==> config.mk <==
export PLATFORM = sky130hd
export DESIGN_NAME = packed_yuv_unpack_to_rgb
export DESIGN_NICKNAME = d
export VERILOG_FILES = /design/src/hw/rtl/pyuv_pkg.sv /design/src/hw/rtl/packed_yuv_unpack_to_rgb.sv
export SDC_FILE = /design/constraint.sdc
export NUM_CORES = 1
export LEC_CHECK = 0
export ABC_AREA = 1
export BUFFER_PORTS_ARGS = -buffer_cell sky130_fd_sc_hd__buf_2
export CAP_MARGIN = 20
export CORE_UTILIZATION = 45
export CTS_BUF_LIST = sky130_fd_sc_hd__clkbuf_8
export DETAILED_ROUTE_END_ITERATION = 16
export GPL_TIMING_DRIVEN = 1
export HOLD_SLACK_MARGIN = 0.15
export PLACE_DENSITY = 0.63
export REMOVE_ABC_BUFFERS = 1
export SLEW_MARGIN = 10
export SYNTH_ARGS = -nofsm -noshare
export SYNTH_HDL_FRONTEND = slang
export SYNTH_SLANG_ARGS = --single-unit
==> constraint.sdc <==
create_clock -name clk_i -period 4.77 [get_ports clk_i]
set_input_delay 0.954 -clock clk_i [delete_from_list [all_inputs] [get_ports clk_i]]
set_output_delay 0.954 -clock clk_i [all_outputs]
set_load 0.05 [all_outputs]
==> src/hw/rtl/pyuv_pkg.sv <==
// Package for the packed YUV to RGB unpacker: word types, register map and helpers.
// Depends on nothing; used by packed_yuv_unpack_to_rgb.
package pyuv_pkg;

  localparam int unsigned CfgAddrW  = 3;
  localparam int unsigned CfgDataW  = 32;
  localparam logic        ModeYuv411 = 1'b0;
  localparam logic        ModeYuv422 = 1'b1;
  localparam logic        RegYuvMode = 1'b0;

  localparam logic [16:0] CoefUBlue  = 17'd456;
  localparam logic [16:0] CoefVRed   = 17'd361;
  localparam logic [7:0]  CoefYGreen = 8'd218;
  localparam logic [6:0]  CoefRGreen = 7'd65;
  localparam logic [4:0]  CoefBGreen = 5'd25;

  typedef struct packed {
    logic [15:0] word0;
    logic [15:0] word1;
    logic [15:0] word2;
  } in_t;

  typedef struct packed {
    logic [7:0] blue;
    logic [7:0] green;
    logic [7:0] red;
    logic       group_last;
  } out_t;

  function automatic logic [7:0] clamp_u8(logic signed [10:0] x);
    logic [7:0] r;
    if (x < 0) begin
      r = 8'd0;
    end else if (x > 11'sd255) begin
      r = 8'd255;
    end else begin
      r = x[7:0];
    end
    return r;
  endfunction

endpackage

==> src/hw/rtl/packed_yuv_unpack_to_rgb.sv <==
// Top level of the packed YUV to RGB unpacker: group unpacking, pixel sequencing and
// a four-stage colour pipeline. Depends on pyuv_pkg.
//
//   channel  direction  handshake                payload
//   in       sink       in_valid_i / in_stall_o  in_t  (word0, word1, word2)
//   out      source     out_valid_o / out_stall_i out_t (blue, green, red, group_last)
//   cfg      sink       APB-style write/read     yuv_mode at byte address 0
//
// One pixel leaves per cycle while the output is not stalled; a 4:1:1 group gives four pixels
// and a 4:2:2 group two, as the pixel sequencer steps through the held group.
// A pixel passes from the group register through stages s2, s3, s4 and s5 to the output.
// Reset clears every valid bit, the pixel counter and yuv_mode.
// A stall on the output holds the whole pipeline, and the input is stalled while the
// held group still has pixels to send.
module packed_yuv_unpack_to_rgb
  import pyuv_pkg::*;
(
  input  logic                clk_i,
  input  logic                rst_ni,
  input  logic                in_valid_i,
  output logic                in_stall_o,
  input  in_t                 in_data_i,
  output logic                out_valid_o,
  input  logic                out_stall_i,
  output out_t                out_data_o,
  input  logic                psel,
  input  logic                penable,
  input  logic                pwrite,
  input  logic [CfgAddrW-1:0] paddr,
  input  logic [CfgDataW-1:0] pwdata,
  output logic [CfgDataW-1:0] prdata,
  output logic                pready
);

  logic mode_q;
  logic adv;
  logic in_acc;

  // Group register and pixel sequencer.
  logic              grp_v_q;
  logic              grp_mode_q;
  logic [1:0]        cnt_q;
  logic [3:0][7:0]   y_q;
  logic signed [7:0] u_q;
  logic signed [7:0] v_q;
  logic [3:0][7:0]   y_d;
  logic [7:0]        u_d;
  logic [7:0]        v_d;
  logic              pix_last;

  // Colour pipeline stages.
  logic               s2_v_q, s3_v_q, s4_v_q, s5_v_q;
  logic               s2_last_q, s3_last_q, s4_last_q;
  logic [7:0]         s2_y_q, s3_y_q;
  logic signed [16:0] s2_pu_q, s2_pv_q;
  logic [7:0]         s3_b_q, s3_r_q;
  logic [15:0]        s4_py_q;
  logic [14:0]        s4_pr_q;
  logic [12:0]        s4_pb_q;
  logic [7:0]         s4_b_q, s4_r_q;
  out_t               s5_q;

  logic signed [10:0] blue_sum;
  logic signed [10:0] red_sum;
  logic signed [10:0] green_sum;

  assign pready = 1'b1;
  assign prdata = {{(CfgDataW-1){1'b0}}, mode_q};

  always_ff @(posedge clk_i or negedge rst_ni) begin
    if (!rst_ni) begin
      mode_q <= ModeYuv411;
    end else if (psel && penable && pwrite && pready && paddr[2] == RegYuvMode) begin
      mode_q <= pwdata[0];
    end
  end

  assign adv        = !s5_v_q || !out_stall_i;
  assign pix_last   = (grp_mode_q == ModeYuv422) ? (cnt_q == 2'd1) : (cnt_q == 2'd3);
  assign in_stall_o = grp_v_q && !(adv && pix_last);
  assign in_acc     = in_valid_i && !in_stall_o;

  always_comb begin
    if (mode_q == ModeYuv422) begin
      y_d[0] = in_data_i.word0[7:0];
      y_d[1] = in_data_i.word1[7:0];
      y_d[2] = 8'd0;
      y_d[3] = 8'd0;
      u_d    = {~in_data_i.word0[15], in_data_i.word0[14:8]};
      v_d    = {~in_data_i.word1[15], in_data_i.word1[14:8]};
    end else begin
      y_d[0] = {in_data_i.word0[11:5], 1'b0};
      y_d[1] = {in_data_i.word1[15:9], 1'b0};
      y_d[2] = {in_data_i.word1[3:0], in_data_i.word2[15:13], 1'b0};
      y_d[3] = {in_data_i.word2[7:1], 1'b0};
      u_d    = {in_data_i.word0[15:14], in_data_i.word0[3:2], in_data_i.word1[7:6],
                in_data_i.word2[11], 1'b0};
      v_d    = {in_data_i.word0[13:12], in_data_i.word0[1:0], in_data_i.word1[5:4],
                in_data_i.word2[9], 1'b0};
    end
  end

  always_ff @(posedge clk_i or negedge rst_ni) begin
    if (!rst_ni) begin
      grp_v_q    <= 1'b0;
      grp_mode_q <= ModeYuv411;
      cnt_q      <= 2'd0;
    end else if (in_acc) begin
      grp_v_q    <= 1'b1;
      grp_mode_q <= mode_q;
      cnt_q      <= 2'd0;
    end else if (adv && grp_v_q) begin
      grp_v_q <= !pix_last;
      cnt_q   <= cnt_q + 2'd1;
    end
  end

  always_ff @(posedge clk_i) begin
    if (in_acc) begin
      y_q <= y_d;
      u_q <= u_d;
      v_q <= v_d;
    end
  end

  always_ff @(posedge clk_i or negedge rst_ni) begin
    if (!rst_ni) begin
      s2_v_q <= 1'b0;
      s3_v_q <= 1'b0;
      s4_v_q <= 1'b0;
      s5_v_q <= 1'b0;
    end else if (adv) begin
      s2_v_q <= grp_v_q;
      s3_v_q <= s2_v_q;
      s4_v_q <= s3_v_q;
      s5_v_q <= s4_v_q;
    end
  end

  assign blue_sum  = $signed({3'b000, s2_y_q}) + 11'($signed(s2_pu_q[16:8]));
  assign red_sum   = $signed({3'b000, s2_y_q}) + 11'($signed(s2_pv_q[16:8]));
  assign green_sum = $signed({2'b00, s4_py_q[15:7]}) - $signed({3'b000, s4_pr_q[14:7]})
                   - $signed({5'b00000, s4_pb_q[12:7]});

  always_ff @(posedge clk_i) begin
    if (adv) begin
      s2_y_q    <= y_q[cnt_q];
      s2_last_q <= pix_last;
      s2_pu_q   <= 17'($signed(u_q)) * $signed(CoefUBlue);
      s2_pv_q   <= 17'($signed(v_q)) * $signed(CoefVRed);

      s3_y_q    <= s2_y_q;
      s3_last_q <= s2_last_q;
      s3_b_q    <= clamp_u8(blue_sum);
      s3_r_q    <= clamp_u8(red_sum);

      s4_py_q   <= 16'(s3_y_q) * 16'(CoefYGreen);
      s4_pr_q   <= 15'(s3_r_q) * 15'(CoefRGreen);
      s4_pb_q   <= 13'(s3_b_q) * 13'(CoefBGreen);
      s4_b_q    <= s3_b_q;
      s4_r_q    <= s3_r_q;
      s4_last_q <= s3_last_q;

      s5_q.blue       <= s4_b_q;
      s5_q.red        <= s4_r_q;
      s5_q.green      <= clamp_u8(green_sum);
      s5_q.group_last <= s4_last_q;
    end
  end

  assign out_valid_o = s5_v_q;
  assign out_data_o  = s5_q;

endmodule

==> parameters.txt <==
Parameter                              Value

Layout
  Most common library cell in the layout ignoring fill and taps    sky130_fd_sc_hd__inv_1
  Synthesis-to-finish area growth    8.63%
  Commonest non-fill, non-tap cells in the layout    252 x sky130_fd_sc_hd__inv_1, 180 x sky130_fd_sc_hd__nand2_1, 163 x sky130_fd_sc_hd__edfxtp_1
  Post-layout utilization of the core    49.8%
  Antenna cells    0
  Net count reported at finish    1,568
  Fraction of final layout cells with drive strength greater than 1    10.4%

Detailed routing
  Detailed-route DRC error count    0
  Total via count after detailed routing    7,635
  Routed wire length per instance    around 12 um
  Final ANT Viol Nets    0
  Drt first pass iters    6
  Average via count per standard cell    4.70
  Initial DRC Count    approximately 350
  Post-Route WL    19.2 mm

Floorplanning
  Die H    165 um
  Die Span X    165 um
  Die Area    27,200 sq um
  Top-Level Pins    150
  Core area    26,100 sq um
  Initial core utilization    between 40% and 50%
  Std cell rows    59

Place
  DPL Wire Length    15.7 mm
  Final GP Congestion    0.884
  Pre-CTS setup slack    888 ps
  Number of I/O port buffers    80

Critical path
  Biggest fanout along the worst timing path    7
  Type of element capturing the critical path    flop
  Class of the most critical setup path    reg2reg
  Critical path data required time    4960 ps
  Nature of the critical path startpoint    flop
  Setup slack, reg-to-reg    about 880 ps
  Arrival time at the worst endpoint    approximately 4000 ps

STA
  Max Clock Skew    13.3 ps
  Worst rel slew slack    51.9%
  Max-slew violation count    0
  Final Hold Viols    0
  Setup repair after global routing missed its margin    false
  Setup violators final    0
  Worst Max-Slew Pin Slew    roughly 720 ps
  Maximum clock frequency    about 0.26 GHz
  Minimum setup slack in the final design    878 ps
  Post-route minimum period    3890 ps
  Worst hold slack    369 ps
  Post-route clock period utilization    81.6%

Synth
  Number of different library cells in the post-synthesis netlist    44
  Synthesized instance count    between 1,000 and 1,500
  Number of register bits inferred by synthesis    172
  Portion of netlist area occupied by mux cells    0.0943%
  Share of synthesized area occupied by flip-flops and latches    42.9%
  Count of synthesis-stage warnings from yosys    0
  Share of Yosys cell area claimed by the top area cell type    ~40%
  Post-synthesis area per instance    just over 10 sq um
  Post-synthesis instance area    about 12,000 sq um
  Area fraction in and, or, nand and nor cells after synthesis    approximately 12%
  Synthesized-area fraction occupied by ao, oa, aoi and oai cells    5.89%
  Dominant cells by area after synthesis    sky130_fd_sc_hd__edfxtp_1 41%, sky130_fd_sc_hd__ha_1 17%, sky130_fd_sc_hd__inv_1 7.9%, sky130_fd_sc_hd__fa_1 7.5%, sky130_fd_sc_hd__nand2_1 5.7%
  Post-Synth XOR/XNOR Area    4.77%
  Cell type with the highest aggregate area in the netlist    sky130_fd_sc_hd__edfxtp_1
  Area share of fa/ha/maj cells after synthesis    24.1%
  Largest family of logic cells by synthesized area    adder cells

Global route
  Initial antenna violation count    0
  Via count of the first global-routing pass    between 7,000 and 8,000
  Global Route Usage Sum    15.3%
  Pin count of the biggest net entering global routing    88
  Total overflow reported by the global router    0
  Global-route wire length before repair    between 30 and 40 mm

Clock tree
  Clock root buffer master    sky130_fd_sc_hd__clkbuf_8
  Post-CTS clock slew at the launch and capture registers of the worst setup and hold paths    roughly 90 ps
  Cts hold-fix bufs    0
  Clock buffer count from CTS    17
  Number of buffers inserted to repair setup after CTS    0
  Level count of the clock H-tree    4
  Clk_lat worst skew    450 ps
  Maximum clock path buffer count    2
  Num Clock Sinks    172
  CTS resizes    0
  CTS tree    built

Status
  Run status    finished, final reports clean

Run
  Count of max-cap constraint violations    0

Worst hold path
  Class of the most critical hold timing path    in2async
[metal layers]
layer	vias to the layer above	track usage [%]	wire [um]
met1	3482	18.8	8760
met5	-	0	0
met4	0	5.55	422
met2	127	26.6	9440
met3	32	2.99	620
li1	3994	-	-
[synth_stat cells, drive strengths merged]
master / n
nand3b: 2
o31ai: 1
nor4: 1
a211oi: 4
xnor2: 22
o21ai: 48
clkinv: 1
nand2: 186
o21bai: 4
a21oi: 50
xor2: 43
mux2: 1
dfrtp: 9
clkbuf: 9
nor3: 2
and3: 1
edfxtp: 163
o22ai: 7
fa: 45
or2: 3
buf: 37
nor3b: 1
a31oi: 3
inv: 254
a21o: 3
nand4: 13
ha: 158
nor2: 48
conb: 2
o21a: 2
nand3: 61
o211ai: 4
[path summary, 6_finish.rpt]
check                           from     endpoint  depth (start not counted)
min                           rst_ni  out_valid_o                          1
max in group asynchronous     rst_ni      grp_v_q                          1
min in group clk_i         s3_last_q    s4_last_q                          0
max reg2reg                   v_q[7]  s2_pv_q[15]                         15
max                           v_q[7]  s2_pv_q[15]                         15
min reg2reg                s3_last_q    s4_last_q                          0
[critical path, cell delays in order, from the launching register on]
cell                       delay (ps)
sky130_fd_sc_hd__edfxtp_1         540
sky130_fd_sc_hd__ha_1             370
sky130_fd_sc_hd__inv_1             70
sky130_fd_sc_hd__fa_1             510
sky130_fd_sc_hd__fa_1             520
sky130_fd_sc_hd__fa_1             540
sky130_fd_sc_hd__inv_1             40
sky130_fd_sc_hd__ha_1             330
sky130_fd_sc_hd__nand2_1           90
sky130_fd_sc_hd__o21a_1           190
sky130_fd_sc_hd__nand2_1          100
sky130_fd_sc_hd__nand3_1           80
sky130_fd_sc_hd__nand2_1           90
sky130_fd_sc_hd__nand2_1           50
sky130_fd_sc_hd__nand2_1           70
sky130_fd_sc_hd__xor2_1            60
[cell type report]
type | instances | area (sq um)
fillers | 2388 | 13100
clock inverters | 15 | 121
inverters | 255 | 957
clock buffers | 17 | 234
repair buffers | 84 | 450
multi-input cells | 745 | 5680
flip-flops and latches | 172 | 5120
well taps | 335 | 419
[through the flow]
step | setup TNS [ps] | instances | cell area, sq um
after floorplan | -17720 | 1172 | 11700
after global placement | 0 | 1590 | 12600
after detailed placement | 0 | 1590 | 12600
after CTS | 0 | 1622 | 12900
after global routing | 0 | 1623 | 13000
final | 0 | 1623 | 13000
[logic make-up (layout without fill, tap and decap cells)]
logic type / after synthesis / after routing
flops: 172 / 172
fa+ha+maj: 203 / 203
other cells: 2 / 32
mux: 1 / 1
simple gates: 318 / 318
compound gates: 126 / 126
buf+inv: 301 / 371
xor+xnor: 65 / 65
[flip-flops by register name (all words and copies together) (netlist names), 5 cells and up]
register,cells
s2_pv_q,9
s4_b_q,5
s4_py_q,9
v_q,8
u_q,8
s4_pr_q,14
out_data_o,25
s4_pb_q,9
s2_pu_q,9
s3_b_q,8
s2_y_q,8
s3_y_q,8
s3_r_q,8
y_q,30
Power is not shown: default switching activity piles up to over one toggle a cycle in this logic, so the estimate is an artifact.
